### config.mk
export PLATFORM = sky130hd
export DESIGN_NAME = i2c_bitbang_write_master_top
export DESIGN_NICKNAME = d
export VERILOG_FILES = /design/src/rtl/core/i2cbw_pkg.sv /design/src/rtl/core/i2cbw_seq.sv /design/src/rtl/core/i2cbw_dp.sv /design/src/rtl/core/i2c_bitbang_write_master_top.sv
export SDC_FILE = /design/constraint.sdc
export NUM_CORES = 1
export LEC_CHECK = 0
export BUFFER_PORTS_ARGS = -buffer_cell sky130_fd_sc_hd__clkbuf_2
export CAP_MARGIN = 20
export CORE_ASPECT_RATIO = 0.75
export CORE_UTILIZATION = 60
export CTS_CLUSTER_SIZE = 12
export DETAILED_ROUTE_END_ITERATION = 10
export GPL_ROUTABILITY_DRIVEN = 1
export PLACE_DENSITY_LB_ADDON = 0.12
export SYNTH_ARGS = -nofsm -noshare
export SYNTH_HDL_FRONTEND = slang
export SYNTH_SLANG_ARGS = --single-unit
### constraint.sdc
create_clock -name clock -period 7.42 [get_ports clock]
set_input_delay 0.742 -clock clock [delete_from_list [all_inputs] [get_ports clock]]
set_output_delay 0.742 -clock clock [all_outputs]
set_load 0.05 [all_outputs]
### src/rtl/core/i2cbw_pkg.sv
// Shared types, constants and the control store of the I2C write master.
// No dependencies; used by every module of the block.
`timescale 1ns / 1ps

package i2cbw_pkg;

   // Command codes carried on the request tuser.
   localparam logic [2:0] FUNC_START   = 3'd0;
   localparam logic [2:0] FUNC_WRITE   = 3'd1;
   localparam logic [2:0] FUNC_ACK     = 3'd2;
   localparam logic [2:0] FUNC_NACK    = 3'd3;
   localparam logic [2:0] FUNC_STOP    = 3'd4;
   localparam logic [2:0] FUNC_RELEASE = 3'd5;

   // Configuration register indexes.
   localparam logic [1:0] CSR_ADDRESS    = 2'd0;
   localparam logic [1:0] CSR_SHORT_HOLD = 2'd1;
   localparam logic [1:0] CSR_LONG_HOLD  = 2'd2;

   // Register reset values.
   localparam logic [7:0]  ADDRESS_RESET    = 8'h78;
   localparam logic [15:0] SHORT_HOLD_RESET = 16'd90;
   localparam logic [15:0] LONG_HOLD_RESET  = 16'd450;

   // Byte images for the acknowledge bits: only bit 7 goes out.
   localparam logic [7:0] ACK_BYTE  = 8'h00;
   localparam logic [7:0] NACK_BYTE = 8'h80;

   // Bits per byte and the start's byte plus its acknowledge.
   localparam logic [3:0] BYTE_BITS  = 4'd8;
   localparam logic [3:0] START_BITS = 4'd9;

   // Release pulse count is capped so a release fits in 31 steps.
   localparam int MAX_PULSES = 12;

   localparam int PC_W = 5;
   localparam int CNT_W = 4;

   // Entry points and loop targets of the microprogram, and its last address.
   localparam logic [PC_W-1:0] PC_START   = 5'd0;
   localparam logic [PC_W-1:0] PC_BIT     = 5'd4;
   localparam logic [PC_W-1:0] PC_STOP    = 5'd7;
   localparam logic [PC_W-1:0] PC_RELEASE = 5'd10;
   localparam logic [PC_W-1:0] PC_PULSE   = 5'd12;
   localparam logic [PC_W-1:0] PC_LAST    = 5'd17;

   typedef enum logic [1:0] {
      SCL_KEEP = 2'd0,
      SCL_LO   = 2'd1,
      SCL_HI   = 2'd2
   } scl_op_type;

   typedef enum logic [1:0] {
      SDA_KEEP = 2'd0,
      SDA_LO   = 2'd1,
      SDA_HI   = 2'd2,
      SDA_BIT  = 2'd3
   } sda_op_type;

   // Sequencing of a control word: fall through, finish, or count-controlled
   // jump that either finishes or falls through when the count is spent.
   typedef enum logic [1:0] {
      BR_NEXT      = 2'd0,
      BR_END       = 2'd1,
      BR_LOOP_END  = 2'd2,
      BR_LOOP_NEXT = 2'd3
   } branch_type;

   typedef struct packed {
      scl_op_type      scl_op;
      sda_op_type      sda_op;
      logic            hold_long;
      logic            shift;
      branch_type      branch;
      logic [PC_W-1:0] target;
   } ucode_type;

   // Sequencer to datapath: one pin step fires, or a command is loaded.
   typedef struct packed {
      logic      load;
      logic [7:0] load_byte;
      logic      fire;
      ucode_type word;
      logic      last;
   } seq_ctl_type;

   function automatic ucode_type uword(scl_op_type c, sda_op_type d, logic lng,
                                       logic sh, branch_type br,
                                       logic [PC_W-1:0] tgt);
      ucode_type w;
      w.scl_op    = c;
      w.sda_op    = d;
      w.hold_long = lng;
      w.shift     = sh;
      w.branch    = br;
      w.target    = tgt;
      return w;
   endfunction

   // The control store.
   function automatic ucode_type ucode_rom(logic [PC_W-1:0] pc);
      ucode_type w;
      case (pc)
         // Start condition.
         5'd0:  w = uword(SCL_KEEP, SDA_HI,   1'b0, 1'b0, BR_NEXT, PC_START);
         5'd1:  w = uword(SCL_HI,   SDA_KEEP, 1'b0, 1'b0, BR_NEXT, PC_START);
         5'd2:  w = uword(SCL_KEEP, SDA_LO,   1'b0, 1'b0, BR_NEXT, PC_START);
         5'd3:  w = uword(SCL_LO,   SDA_KEEP, 1'b0, 1'b0, BR_NEXT, PC_START);
         // Bit loop: data, clock high, clock low and shift.
         5'd4:  w = uword(SCL_KEEP, SDA_BIT,  1'b0, 1'b0, BR_NEXT, PC_START);
         5'd5:  w = uword(SCL_HI,   SDA_KEEP, 1'b0, 1'b0, BR_NEXT, PC_START);
         5'd6:  w = uword(SCL_LO,   SDA_KEEP, 1'b0, 1'b1, BR_LOOP_END, PC_BIT);
         // Stop condition.
         5'd7:  w = uword(SCL_HI,   SDA_KEEP, 1'b0, 1'b0, BR_NEXT, PC_START);
         5'd8:  w = uword(SCL_KEEP, SDA_LO,   1'b0, 1'b0, BR_NEXT, PC_START);
         5'd9:  w = uword(SCL_KEEP, SDA_HI,   1'b0, 1'b0, BR_END,  PC_START);
         // Bus release with long holds.
         5'd10: w = uword(SCL_KEEP, SDA_HI,   1'b1, 1'b0, BR_NEXT, PC_START);
         5'd11: w = uword(SCL_HI,   SDA_KEEP, 1'b1, 1'b0, BR_NEXT, PC_START);
         5'd12: w = uword(SCL_LO,   SDA_KEEP, 1'b1, 1'b0, BR_NEXT, PC_START);
         5'd13: w = uword(SCL_HI,   SDA_KEEP, 1'b1, 1'b0, BR_LOOP_NEXT, PC_PULSE);
         5'd14: w = uword(SCL_LO,   SDA_KEEP, 1'b1, 1'b0, BR_NEXT, PC_START);
         5'd15: w = uword(SCL_KEEP, SDA_LO,   1'b1, 1'b0, BR_NEXT, PC_START);
         5'd16: w = uword(SCL_HI,   SDA_KEEP, 1'b1, 1'b0, BR_NEXT, PC_START);
         5'd17: w = uword(SCL_KEEP, SDA_HI,   1'b1, 1'b0, BR_END,  PC_START);
         default: w = uword(SCL_KEEP, SDA_KEEP, 1'b0, 1'b0, BR_END, PC_START);
      endcase
      return w;
   endfunction

endpackage

### src/rtl/core/i2cbw_seq.sv
// Microprogram sequencer: program counter, loop counter and command dispatch.
// Depends on i2cbw_pkg for the control store and the control struct.
`timescale 1ns / 1ps

module i2cbw_seq #(
   parameter int RELEASE_PULSES = 9
) (
   input  logic                      clock,
   input  logic                      reset,
   input  logic                      req_tvalid,
   output logic                      req_tready,
   input  logic [2:0]                req_func,
   input  logic [7:0]                req_byte,
   input  logic [7:0]                address_byte,
   input  logic                      space,
   output i2cbw_pkg::seq_ctl_type    ctl
);
   import i2cbw_pkg::*;

   localparam int PULSES = (RELEASE_PULSES > MAX_PULSES) ? MAX_PULSES : RELEASE_PULSES;
   localparam logic [CNT_W-1:0] PULSE_LOAD = CNT_W'(PULSES - 1);

   logic              busy_ff, busy_in;
   logic [PC_W-1:0]   pc_ff, pc_in;
   logic [CNT_W-1:0]  cnt_ff, cnt_in;
   ucode_type         word;
   logic              accept;
   logic              fire;
   logic              cnt_zero;

   assign req_tready = !busy_ff;
   assign accept     = req_tvalid && req_tready;
   assign fire       = busy_ff && space;
   assign word       = ucode_rom(pc_ff);
   assign cnt_zero   = (cnt_ff == '0);

   // Control handed to the datapath.
   always_comb begin
      ctl.fire = fire;
      ctl.word = word;
      ctl.last = (word.branch == BR_END) || ((word.branch == BR_LOOP_END) && cnt_zero);
      ctl.load = accept;
      case (req_func)
         FUNC_START: ctl.load_byte = address_byte;
         FUNC_WRITE: ctl.load_byte = req_byte;
         FUNC_NACK:  ctl.load_byte = NACK_BYTE;
         default:    ctl.load_byte = ACK_BYTE;
      endcase
   end

   // Dispatch a new command, or step through the program.
   always_comb begin
      busy_in = busy_ff;
      pc_in   = pc_ff;
      cnt_in  = cnt_ff;
      if (accept) begin
         busy_in = 1'b1;
         case (req_func)
            FUNC_START: begin
               pc_in  = PC_START;
               cnt_in = START_BITS - 4'd1;
            end
            FUNC_WRITE: begin
               pc_in  = PC_BIT;
               cnt_in = BYTE_BITS - 4'd1;
            end
            FUNC_ACK, FUNC_NACK: begin
               pc_in  = PC_BIT;
               cnt_in = '0;
            end
            FUNC_STOP: begin
               pc_in  = PC_STOP;
            end
            FUNC_RELEASE: begin
               pc_in  = PC_RELEASE;
               cnt_in = PULSE_LOAD;
            end
            default: begin
               busy_in = 1'b0;
            end
         endcase
      end else if (fire) begin
         case (word.branch)
            BR_NEXT: pc_in = pc_ff + 5'd1;
            BR_END:  busy_in = 1'b0;
            BR_LOOP_END: begin
               if (cnt_zero) begin
                  busy_in = 1'b0;
               end else begin
                  cnt_in = cnt_ff - 4'd1;
                  pc_in  = word.target;
               end
            end
            BR_LOOP_NEXT: begin
               if (cnt_zero) begin
                  pc_in = pc_ff + 5'd1;
               end else begin
                  cnt_in = cnt_ff - 4'd1;
                  pc_in  = word.target;
               end
            end
            default: busy_in = 1'b0;
         endcase
      end
   end

   always_ff @(posedge clock) begin
      if (reset) begin
         busy_ff <= 1'b0;
         pc_ff   <= PC_START;
         cnt_ff  <= '0;
      end else begin
         busy_ff <= busy_in;
         pc_ff   <= pc_in;
         cnt_ff  <= cnt_in;
      end
   end

   // The program counter never leaves the control store while running.
   a_pc_range: assert property (@(posedge clock) disable iff (reset)
      busy_ff |-> (pc_ff <= PC_LAST))
      else $error("sequencer ran past the control store");

   // A command that is not defined starts nothing.
   a_unknown_idle: assert property (@(posedge clock) disable iff (reset)
      (accept && req_func != FUNC_START && req_func != FUNC_WRITE &&
       req_func != FUNC_ACK && req_func != FUNC_NACK && req_func != FUNC_STOP &&
       req_func != FUNC_RELEASE) |=> !busy_ff)
      else $error("unknown command started the sequencer");

   // The final step of a command always drops busy.
   a_last_ends: assert property (@(posedge clock) disable iff (reset)
      (fire && ctl.last) |=> !busy_ff)
      else $error("sequencer kept running after its last step");

endmodule

### src/rtl/core/i2cbw_dp.sv
// Pin datapath: line state, byte shifter, hold selection and result register.
// Depends on i2cbw_pkg for the control struct and operation codes.
`timescale 1ns / 1ps

module i2cbw_dp (
   input  logic                   clock,
   input  logic                   reset,
   input  i2cbw_pkg::seq_ctl_type ctl,
   input  logic [15:0]            short_hold,
   input  logic [15:0]            long_hold,
   output logic                   space,
   output logic                   rsp_tvalid,
   input  logic                   rsp_tready,
   output logic                   scl_level,
   output logic                   sda_level,
   output logic [15:0]            hold_ticks,
   output logic                   rsp_last
);
   import i2cbw_pkg::*;

   logic        scl_now_ff, scl_now_in;
   logic        sda_now_ff, sda_now_in;
   logic        valid_ff, valid_in;
   logic [7:0]  shift_ff, shift_in;
   logic [15:0] hold_ff, hold_in;
   logic        last_ff, last_in;
   logic [15:0] hold_sel;

   // The result slot takes a new step when empty or being drained.
   assign space = !valid_ff || rsp_tready;

   assign hold_sel = ctl.word.hold_long ? long_hold : short_hold;

   // Next line levels from the control word.
   always_comb begin
      case (ctl.word.scl_op)
         SCL_LO:  scl_now_in = 1'b0;
         SCL_HI:  scl_now_in = 1'b1;
         default: scl_now_in = scl_now_ff;
      endcase
      case (ctl.word.sda_op)
         SDA_LO:  sda_now_in = 1'b0;
         SDA_HI:  sda_now_in = 1'b1;
         SDA_BIT: sda_now_in = shift_ff[7];
         default: sda_now_in = sda_now_ff;
      endcase
   end

   // Shifter loads at dispatch and moves one bit after each clock-low step of the bit loop.
   always_comb begin
      shift_in = shift_ff;
      if (ctl.load) begin
         shift_in = ctl.load_byte;
      end else if (ctl.fire && ctl.word.shift) begin
         shift_in = {shift_ff[6:0], 1'b0};
      end
   end

   // Result register; a zero hold goes out as one tick.
   always_comb begin
      valid_in = valid_ff;
      hold_in  = hold_ff;
      last_in  = last_ff;
      if (ctl.fire) begin
         valid_in = 1'b1;
         hold_in  = (hold_sel == '0) ? 16'd1 : hold_sel;
         last_in  = ctl.last;
      end else if (rsp_tready) begin
         valid_in = 1'b0;
      end
   end

   always_ff @(posedge clock) begin
      if (reset) begin
         scl_now_ff <= 1'b1;
         sda_now_ff <= 1'b1;
         valid_ff   <= 1'b0;
      end else begin
         valid_ff <= valid_in;
         if (ctl.fire) begin
            scl_now_ff <= scl_now_in;
            sda_now_ff <= sda_now_in;
         end
      end
   end

   always_ff @(posedge clock) begin
      shift_ff <= shift_in;
      hold_ff  <= hold_in;
      last_ff  <= last_in;
   end

   assign rsp_tvalid = valid_ff;
   assign scl_level  = scl_now_ff;
   assign sda_level  = sda_now_ff;
   assign hold_ticks = hold_ff;
   assign rsp_last   = last_ff;

   // A step never overwrites a result that is still stalled.
   a_no_overwrite: assert property (@(posedge clock) disable iff (reset)
      (valid_ff && !rsp_tready) |-> !ctl.fire)
      else $error("pin step fired into a full result slot");

   // Line levels move only together with a new result.
   a_pins_with_step: assert property (@(posedge clock) disable iff (reset)
      !$past(ctl.fire) |-> ($stable(scl_now_ff) && $stable(sda_now_ff)))
      else $error("line level changed without a pin step");

   // An emitted hold is never zero.
   a_hold_nonzero: assert property (@(posedge clock) disable iff (reset)
      valid_ff |-> (hold_ff != 16'd0))
      else $error("zero hold emitted");

endmodule

### src/rtl/core/i2c_bitbang_write_master_top.sv
// Top level of the write-only bit-banged I2C master.
// Holds the configuration registers; instantiates i2cbw_seq and i2cbw_dp.
//
//   channel  direction  handshake              payload
//   req      in         req_tvalid/req_tready  tuser: func; tdata: data_byte
//   rsp      out        rsp_tvalid/rsp_tready  tdata: scl, sda, hold; tlast: last
//   csr      in         csr_valid/csr_ready    csr_index, csr_data
//
// One command is taken at a time; it emits one pin step per cycle while the
// result side takes them; req_tready stays low until its last step has fired.
// The step rate is set by the single control-store read per step.
// Reset is synchronous and active high; lines reset released high.
// A stalled result holds the sequencer; config writes are always taken.
`timescale 1ns / 1ps

module i2c_bitbang_write_master_top #(
   parameter int RELEASE_PULSES = 9
) (
   input  logic        clock,
   input  logic        reset,
   input  logic        req_tvalid,
   output logic        req_tready,
   input  logic [7:0]  req_tdata,   // [7:0] data_byte
   input  logic [2:0]  req_tuser,   // [2:0] func
   output logic        rsp_tvalid,
   input  logic        rsp_tready,
   output logic [23:0] rsp_tdata,   // [0] scl_level, [1] sda_level, [17:2] hold_ticks
   output logic        rsp_tlast,
   input  logic        csr_valid,
   output logic        csr_ready,
   input  logic [1:0]  csr_index,
   input  logic [15:0] csr_data
);
   import i2cbw_pkg::*;

   logic [7:0]  address_ff;
   logic [15:0] short_hold_ff;
   logic [15:0] long_hold_ff;
   seq_ctl_type ctl;
   logic        space;
   logic        scl_level;
   logic        sda_level;
   logic [15:0] hold_ticks;

   assign csr_ready = 1'b1;

   // Configuration registers; unlisted indexes are dropped.
   always_ff @(posedge clock) begin
      if (reset) begin
         address_ff    <= ADDRESS_RESET;
         short_hold_ff <= SHORT_HOLD_RESET;
         long_hold_ff  <= LONG_HOLD_RESET;
      end else if (csr_valid && csr_ready) begin
         case (csr_index)
            CSR_ADDRESS:    address_ff    <= csr_data[7:0];
            CSR_SHORT_HOLD: short_hold_ff <= csr_data;
            CSR_LONG_HOLD:  long_hold_ff  <= csr_data;
            default:        ;
         endcase
      end
   end

   i2cbw_seq #(
      .RELEASE_PULSES (RELEASE_PULSES)
   ) u_seq (
      .clock        (clock),
      .reset        (reset),
      .req_tvalid   (req_tvalid),
      .req_tready   (req_tready),
      .req_func     (req_tuser),
      .req_byte     (req_tdata),
      .address_byte (address_ff),
      .space        (space),
      .ctl          (ctl)
   );

   i2cbw_dp u_dp (
      .clock      (clock),
      .reset      (reset),
      .ctl        (ctl),
      .short_hold (short_hold_ff),
      .long_hold  (long_hold_ff),
      .space      (space),
      .rsp_tvalid (rsp_tvalid),
      .rsp_tready (rsp_tready),
      .scl_level  (scl_level),
      .sda_level  (sda_level),
      .hold_ticks (hold_ticks),
      .rsp_last   (rsp_tlast)
   );

   assign rsp_tdata = {6'b0, hold_ticks, sda_level, scl_level};

endmodule

==> flow_results.org, run 1 <==
** Pwr
- Clock group share of total power :: 36.0%
- Part of the total power dissipated in combinational logic :: between 10% and 20%
- Per report_power, the sequential group accounts for between 40% and 50% of the total.
- Dividing total power by cell area gives a power density of 242 mW/mm^2.
- Peak supply drop :: between 0.15 and 0.2 mV
- Leakage power figure :: 1.84 nW
- In this run switching power makes up 26.9% of total power.
- Internal power :: roughly 0.00081 W
- Summed over all nets, the switching power comes to 0.000298 W.

** Global routing
- GRT Overall Usage :: 26.5%
- Maximum number of pins on one net before global-route repair :: 45
- Global-route wire length before repair :: 14500 um
- Initial antenna violation count :: 0
- Number of global-route vias before repair :: 2899
- Global-route congestion overflow total :: 0

** Synth
- In this run the cell area of the synthesized design comes to 0.00408 mm^2.
- Total of flip-flops plus latches after synthesis :: 87
- Counting flops with a built-in enable in the synthesized netlist gives 25.
- Share of the yosys chip area belonging to registers :: around half
- Post-Synthesis Cells :: approximately 430
- The Yosys step of the flow raised 0 warnings.
- Post-synth top flop :: sky130_fd_sc_hd__dfxtp_1
- Avg Inst Size Synth :: 9.58 um^2
- Yosys mapped the design onto just under 60 distinct sky130hd cell types.
- In the synthesized netlist the async set-or-reset flop fraction comes to 0%.

** Setup path
- Counting both buffers and inverters, the worst setup path holds a total of 2.
- Among all stages on the critical path, the largest delay is contributed by sky130_fd_sc_hd__a311oi_1.
- Among the stages of the critical path, the cell type that occurs most often is sky130_fd_sc_hd__nand2_1.
- Data required time of the critical path :: 7.66 ns
- Setup slack of the worst register-to-register path :: 4.23 ns
- In this run the worst path has a maximum fanout of 10.
- The worst setup path is captured at a flop.
- Critical Path, Cell by Cell :: clkbuf_2 > nor2b_1 > nand2_1 > nand2_1 > nor2_1 > a311oi_1 > inv_1 > ha_1 > mux2_1 > a31oi_1 > o21ai_1
- In this design, the stage delay of the slowest critical-path cell is 0.56 ns.
- Grouping stages by cell kind, the critical path spends the most delay in simple AND/OR/NAND/NOR gates.
- The critical path is of the in -> reg type.
- Crit path DAT :: 3.48 ns
- Nature of the critical path startpoint :: primary input

** Finish
- Nets@finish :: ~520
- The area growth from synthesis to layout is 12.3%.
- Filler Cell Count :: a little over 500
- Of the cells placed in the final design, the portion with a size suffix greater than 1 is slightly above 20%.
- Leading cell type in the layout, fill and taps excluded :: sky130_fd_sc_hd__nand2_1
- Highest-count cells in the layout ignoring fill and taps :: sky130_fd_sc_hd__nand2_1, sky130_fd_sc_hd__dfxtp_1, sky130_fd_sc_hd__clkbuf_2
- The repair_antennas step left the layout with diodes totalling 0.
- Number of standard cells in the layout, taps in and fillers out :: 555

** STA
- Setup violations remaining at the end of the flow were counted as 0.
- Clock skew on the completed layout was measured at 0.00553 ns.
- Slew Limit Headroom :: 35.6%
- Post-route clock period utilization :: 43.6%
- Max Freq :: 309 MHz
- The smallest clock period supported by the final layout is computed as ~3.2 ns.
- After routing, the total negative slack on setup checks comes to 0 ns.
- Hold Violations, Final :: 0
- RSZ-0062 raised after global routing :: no
- Slew Limit Fails :: 0
- At the pin with the least slew margin, the transition time is 0.966 ns.

** Place
- Placed Instances :: ~540
- Port Buf Inserts :: 54
- Final weighted congestion of routability-driven global placement :: 0.900
- Post-detailed-placement half-perimeter wirelength :: ~6300 um

** Detailed routing
- The detailed router finished its first iteration with 164 violations.
- Total number of vias :: between 3k and 4k
- DR DRC count :: 0
- Number of routed nets with antenna violations :: 0
- After detailed routing, the average wire length per cell comes to 16.1 um.
- First-pass iteration count of the detailed router :: 6
- Wires add up to between 8000 and 9000 um.
- Avg Vias per Cell :: about 5.8

** Floorplan
- The floorplan step defined a die boundary enclosing 0.00714 mm^2.
- Initial cell density of the core :: between 60% and 70%
- After floorplanning, the core was divided into 25 placement rows.
- In this run the standard cell core region covers approximately 0.0064 mm^2.
- Top-level port count :: 62
- Die span in x :: 97.2 um
- Die Y :: between 70 and 80 um

** Worst hold path
- The min-delay analysis places its worst path in the category reg -> reg.

** Clock tree
- Clock buffers created by TritonCTS :: 9
- Once the clock tree was built, the setup fixing pass inserted 0 buffers.
- In this run the deepest clock path goes through 2 buffers.
- CTS Sinks :: 87
- # hold bufs at CTS :: 0
- TritonCTS built the clock tree.
- Root buffer cell :: sky130_fd_sc_hd__clkbuf_8
- Clock-pin slew was measured on the worst setup and hold paths at 0.08 ns.
- Number of cells upsized or downsized after cts :: 0
- Worst-skew pair later-pin latency :: 0.36 ns
- The H-tree generated during clock tree synthesis spans 3 levels.

** Run status
- Run status :: finished, final reports clean

** Job
- Across the run, the number of max-cap violations was 0.
==> sequential cells by signal (all words and copies together) (netlist names) <==
| signal | cells |
|---|---|
| u_dp.scl_level | 1 |
| address_ff | 8 |
| long_hold_ff | 16 |
| u_seq.pc_ff | 5 |
| u_seq.busy_ff | 1 |
| u_dp.sda_level | 1 |
| u_dp.rsp_tvalid | 1 |
| u_dp.rsp_last | 1 |
| u_seq.cnt_ff | 4 |
| u_dp.shift_ff | 8 |
| u_dp.hold_ticks | 16 |
| short_hold_ff | 16 |
| u_seq.word | 9 |
==> through the flow <==
step	hold slack (ns)	util [%]	instance area (um^2)	setup slack (ns)	power, W
2_1_floorplan	0.433	-	4100	4.63	0.000675
3_3_place_gp	0.439	67.3	4340	4.03	0.000711
3_5_place_dp	0.445	67.3	4340	3.89	0.000717
4_1_cts	0.457	71.1	4580	4.26	0.00111
5_1_grt	0.473	71.1	4580	4.01	0.00115
6_report	0.457	71.1	4580	4.18	0.00111
==> routing by layer <==
| metal | up-vias | share of wire [%] | track usage (%) |
|---|---|---|---|
| met1 | 1506 | 48 | 36.9 |
| met3 | 12 | 8.0 | 7.23 |
| li1 | 1561 | - | - |
| met4 | 0 | 1.7 | 8.50 |
| met2 | 120 | 42 | 40.5 |
| met5 | - | 0 | 0 |
==> power by group through the flow <==
stage | sequential (W) | combinational (W) | clock, W
after global placement | 0.000543 | 0.000168 | 0
final | 0.000533 | 0.000175 | 0.000398
after detailed placement | 0.000544 | 0.000173 | 0
after global routing | 0.000536 | 0.000192 | 0.000422
after floorplan | 0.000557 | 0.000117 | 0
after CTS | 0.000533 | 0.000175 | 0.000403
==> final cells by class <==
| class | instances | area, um^2 | area share [%] |
|---|---|---|---|
| Sequential cell | 87 | 1990 | 43.5 |
| Multi-Input combinational cell | 301 | 1910 | 41.6 |
| Timing Repair Buffer | 56 | 285 | 6.23 |
| Clock buffer | 10 | 138 | 3.00 |
| Clock inverter | 6 | 106 | 2.32 |
| Tap cell | 81 | 101 | 2.21 |
| Inverter | 14 | 52.6 | 1.15 |
==> cell families (layout without fill, tap and decap cells) <==
family                   Yosys count  after routing  synth area share (%)
AO/OA/AOI/OAI                     80             80                  13.3
XOR/XNOR                           7              7                  1.50
adder cells (fa/ha/maj)           13             13                  3.99
buffers and inverters             43             86                  4.94
flip-flops                        87             87                  48.8
multiplexers                      35             35                  9.07
other                              2              7                 0.184
AND/OR/NAND/NOR                  159            159                  18.2
==> worst reg2reg max path: stages, from the launching register on <==
cell and delay [ns]:
sky130_fd_sc_hd__dfxtp_1 0.36, sky130_fd_sc_hd__inv_1 0.07, sky130_fd_sc_hd__ha_1 0.37, sky130_fd_sc_hd__nand4bb_2 0.21, sky130_fd_sc_hd__o2111ai_4 0.18, sky130_fd_sc_hd__nand2_1 0.20, sky130_fd_sc_hd__a311oi_1 0.63, sky130_fd_sc_hd__inv_1 0.23
sky130_fd_sc_hd__ha_1 0.28, sky130_fd_sc_hd__mux2_1 0.31, sky130_fd_sc_hd__a31oi_1 0.16, sky130_fd_sc_hd__o21ai_1 0.08
==> synthesized netlist by cell type, types with 3 or more instances <==
cell type	count	area share, %
sky130_fd_sc_hd__nand3_1	12	1.5
sky130_fd_sc_hd__mux2_2	15	4.1
sky130_fd_sc_hd__nand2_1	89	8.2
sky130_fd_sc_hd__inv_1	14	1.3
sky130_fd_sc_hd__a211oi_1	3	0.55
sky130_fd_sc_hd__dfxtp_1	62	30
sky130_fd_sc_hd__mux2i_1	19	4.7
sky130_fd_sc_hd__edfxtp_1	25	18
sky130_fd_sc_hd__o21ai_1	3	0.37
sky130_fd_sc_hd__nor2_1	20	1.8
sky130_fd_sc_hd__o21ai_0	14	1.7
sky130_fd_sc_hd__clkbuf_1	14	1.3
sky130_fd_sc_hd__nor3_1	4	0.49
sky130_fd_sc_hd__ha_1	13	4.0
sky130_fd_sc_hd__a21oi_1	36	4.4
sky130_fd_sc_hd__buf_1	3	0.28
sky130_fd_sc_hd__nor4_1	5	0.77
sky130_fd_sc_hd__nand2b_1	5	0.77
sky130_fd_sc_hd__nand3b_1	3	0.55
sky130_fd_sc_hd__nor3b_1	3	0.55
sky130_fd_sc_hd__buf_4	10	1.8
sky130_fd_sc_hd__xnor2_1	5	1.1
==> final timing paths <==
path	start	endpoint	cells past startpoint
hold / removal	long_hold_ff[12]	long_hold_ff[12]	2
hold reg to reg	long_hold_ff[12]	long_hold_ff[12]	2
setup reg to reg	u_seq.word[5]	u_seq.word[12]	11
setup / recovery	req_tvalid	u_seq.word[12]	11
No activity file was read; power rests on OpenSTA's default activity.
==> run 2: changes to the inputs <==
--- a/config.mk
+++ b/config.mk
@@ -5,10 +5,11 @@
 export SDC_FILE = /design/constraint.sdc
 export NUM_CORES = 1
 export LEC_CHECK = 0
+export ABC_AREA = 1
 export BUFFER_PORTS_ARGS = -buffer_cell sky130_fd_sc_hd__clkbuf_2
 export CAP_MARGIN = 20
 export CORE_ASPECT_RATIO = 0.75
-export CORE_UTILIZATION = 60
+export CORE_UTILIZATION = 57
 export CTS_CLUSTER_SIZE = 12
 export DETAILED_ROUTE_END_ITERATION = 10
 export GPL_ROUTABILITY_DRIVEN = 1
==> constraint.sdc (replaced) <==
create_clock -name clock -period 3.3 [get_ports clock]
set_input_delay 0.33 -clock clock [delete_from_list [all_inputs] [get_ports clock]]
set_output_delay 0.33 -clock clock [all_outputs]
set_load 0.05 [all_outputs]
==> flow_results.org, run 2 <==
** Synth
- Synth unique cells :: 38
- Among all cell types in the netlist, the one instantiated most often is sky130_fd_sc_hd__nand2_1.
- In this run, synthesis produced a sequential element count of 87.
- The biggest area contributor in the post-synthesis netlist is sky130_fd_sc_hd__dfxtp_1.
- Number of synthesized flops with an enable pin :: 25
- Post-synth top flop :: sky130_fd_sc_hd__dfxtp_1
- Counting instances in the post-synthesis netlist gives the leading cell types as sky130_fd_sc_hd__nand2_1, sky130_fd_sc_hd__nor2_1, sky130_fd_sc_hd__dfxtp_1.
- Post-Synthesis Cells :: about 550
- Yosys printed 0 warnings.
- Share of the yosys chip area belonging to registers :: 46.9%
- A synthesized cell averages slightly below 8 um^2.
- Synth Cell Area :: about 0.0042 mm^2
- Of all flip-flops after synthesis, the portion carrying an async set or reset was 0%.
- The top cell type by area accounts for 29.2% of the synthesized area.
- Cell types with the largest area share after synthesis :: sky130_fd_sc_hd__dfxtp_1, sky130_fd_sc_hd__edfxtp_1, sky130_fd_sc_hd__nand2_1, sky130_fd_sc_hd__nor2_1, sky130_fd_sc_hd__o21ai_0

** Setup path
- By startpoint and endpoint, the worst setup path is classified as reg -> reg.
- Of all nets on the critical path, the largest fanout is 12.
- Worst Setup End Kind :: flop
- Data on the critical path is required at its endpoint by about 3.5 ns.
- Nature of the critical path startpoint :: flop
- At the worst endpoint, the arrival time is 2.86 ns.

** Finish
- Nets@finish :: 644
- Compared with the post-synthesis result, the final layout area differs by 12.2%.
- Antenna fix cells :: 0
- Layout cells sized above 1 :: 16.8%
- The finished layout holds 700 standard cells, fillers aside.
- Post-route design area :: 0.00477 mm^2
- Leading cell type in the layout, fill and taps excluded :: sky130_fd_sc_hd__nand2_1
- Fill cells in the final layout number 587.
- In the layout the commonest cells are sky130_fd_sc_hd__nand2_1, sky130_fd_sc_hd__nor2_1, sky130_fd_sc_hd__dfxtp_1.
- Once layout is complete, the utilization of the core stands at around 70%.

** Floorplan
- Initial cell density of the core :: 60.7%
- 62 I/O pins were placed.
- The initialized floorplan defines 26 standard-cell rows.
- Placeable core area :: 0.00699 mm^2
- Measured along the x axis, the die boundary spans 102 um.
- Total Die Area :: 0.00780 mm^2
- Die Y :: roughly 77 um

** Detailed routing
- Avg WL per Cell :: between 10 and 15 um
- First-pass iteration count of the detailed router :: 5
- DR DRC count :: 0
- Avg Vias per Cell :: between 5 and 6
- DR iter-0 viols :: 279
- Total wirelength of the detailed-routed design :: around 9500 um
- The routed layout has roughly 3.7k vias.
- Number of routed nets with antenna violations :: 0

** Place
- In this run, placement finished with an instance count of 684.
- Final weighted congestion of routability-driven global placement :: 0.925
- Post-detailed-placement half-perimeter wirelength :: approximately 6900 um
- Input and output buffers added on the ports amount to between 50 and 60.
- In this run the cell area measured after placement is ~0.0045 mm^2.

** Global routing
- For this run the aggregate overflow at the end of global routing stands at 0.
- Met1 usage in global routing :: between 30% and 40%
- Met3 Use GR :: 4.92%
- The first global-routing pass estimated around 15000 um of wire.
- Initial antenna violation count :: 0
- Global routing's busiest layer :: met1
- Maximum number of pins on one net before global-route repair :: 35
- The number of global-route vias before repair is about 3.2k.
- In the global route stage, met2 resource usage came out at 35.5%.
- GRT Overall Usage :: 25.4%

** Pwr
- IR analysis of the VDD net gives a maximum drop of between 0.3 and 0.4 mV.
- For this design the static power due to leakage is about 2.3 nW.
- Cell Pwr Density :: ~650 mW/mm^2

** Clock tree
- Worst-skew pair later-pin latency :: 0.36 ns
- TritonCTS built the clock tree.
- The clock drives 87 sinks.
- TritonCTS created 9 clock buffers.
- Number of cells upsized or downsized after cts :: 0
- Once the clock tree was built, the setup fixing pass inserted 0 buffers.
- # hold bufs at CTS :: 0
- In this run the number of H-tree levels came out at 3.
- Clock buffer depth :: 2
- Clock-pin slew was measured on the worst setup and hold paths at roughly 0.09 ns.
- In this run the clock root is driven by a sky130_fd_sc_hd__clkbuf_8.

** STA
- Max Freq :: 382 MHz
- Setup violations remaining at the end of the flow were counted as 0.
- Dividing the final minimum period by the clock period gives 79.3%.
- Clock skew on the completed layout was measured at slightly above 0.009 ns.
- Aggregate negative setup slack :: 0 ns
- Counting I/O delays and the setup requirement, the final critical path takes 2.62 ns.
- Transition at the pin with the smallest max-transition slack :: just over 0.7 ns
- The count of final hold-check violations is 0.
- Slew Limit Fails :: 0
- Slew Limit Headroom :: 52.4%
- RSZ-0062 raised after global routing :: no

** Job
- The tool flagged a number of max-cap violations equal to 0.

** Run status
- Run status :: finished, final reports clean

** Worst hold path
- HP Class :: in -> reg
==> run 2: changes by cell type after synthesis, sizes merged, moves of 7 or more <==
cell / delta
o21ai: +29
mux2: -16
nand2: +51
mux2i: -18
inv: +36
a21oi: -15
nand3: +29
nor2: +65
nand4: +7
==> run 2: logic make-up after synthesis <==
family,synth area share (%)
AO/OA/AOI/OAI,11.9
adder cells (fa/ha/maj),3.83
buffers and inverters,8.34
flip-flops,46.9
multiplexers,0.236
other,0.177
AND/OR/NAND/NOR,28.6
==> run 2: layer usage <==
metal  vias up  wire length, um
li1       1868                -
met1      1697             4800
met2       142             3990
met3        11              628
met4         0              115
met5         -                0
==> run 2: path summary, 6_finish.rpt <==
kind	slack, ns	from	end	cells after the start
worst max-delay path	0.68	u_seq.busy_ff	u_seq.word[11]	11
worst max register to register	0.68	u_seq.busy_ff	u_seq.word[11]	11
worst min-delay path	0.20	csr_data[8]	long_hold_ff[8]	3
worst min register to register	0.47	long_hold_ff[6]	long_hold_ff[6]	2
==> run 2: power by group <==
| group | leakage [nW] | switching, W | internal (W) |
|---|---|---|---|
| clock network | 0.107 | 0.000399 | 0.000434 |
| registers | 0.748 | 0.0000644 | 0.00125 |
| logic | 1.43 | 0.000673 | 0.000263 |
| total | 2.28 | 0.00114 | 0.00195 |
==> run 2: final cells by class <==
class / count / area, um^2 / area share (%)
tap: 98 / 123 / 2.57
inverter: 50 / 190 / 3.99
multi-input combinational: 389 / 1920 / 40.3
clock buffer: 9 / 124 / 2.60
timing repair buffer: 60 / 315 / 6.62
clock inverter: 7 / 101 / 2.13
sequential: 87 / 1990 / 41.8
==> run 2: stage by stage <==
step	hold WS, ns	worst slack (ns)	power, W
after floorplan	0.424	0.886	0.00204
after global placement	0.439	0.844	0.00224
after detailed placement	0.445	0.672	0.00226
after CTS	0.194	0.720	0.00308
after global routing	0.207	0.408	0.00325
final	0.195	0.683	0.00308
==> run 2: critical path: stages, from the launching register on <==
cell	delay [ns]
sky130_fd_sc_hd__dfxtp_1	0.35
sky130_fd_sc_hd__nor2_2	0.42
sky130_fd_sc_hd__o21ai_1	0.25
sky130_fd_sc_hd__a21oi_2	0.29
sky130_fd_sc_hd__nand2_1	0.13
sky130_fd_sc_hd__a21oi_1	0.35
sky130_fd_sc_hd__inv_1	0.16
sky130_fd_sc_hd__ha_1	0.21
sky130_fd_sc_hd__inv_1	0.12
sky130_fd_sc_hd__nor2_1	0.07
sky130_fd_sc_hd__nand2_2	0.09
sky130_fd_sc_hd__nand3_2	0.06
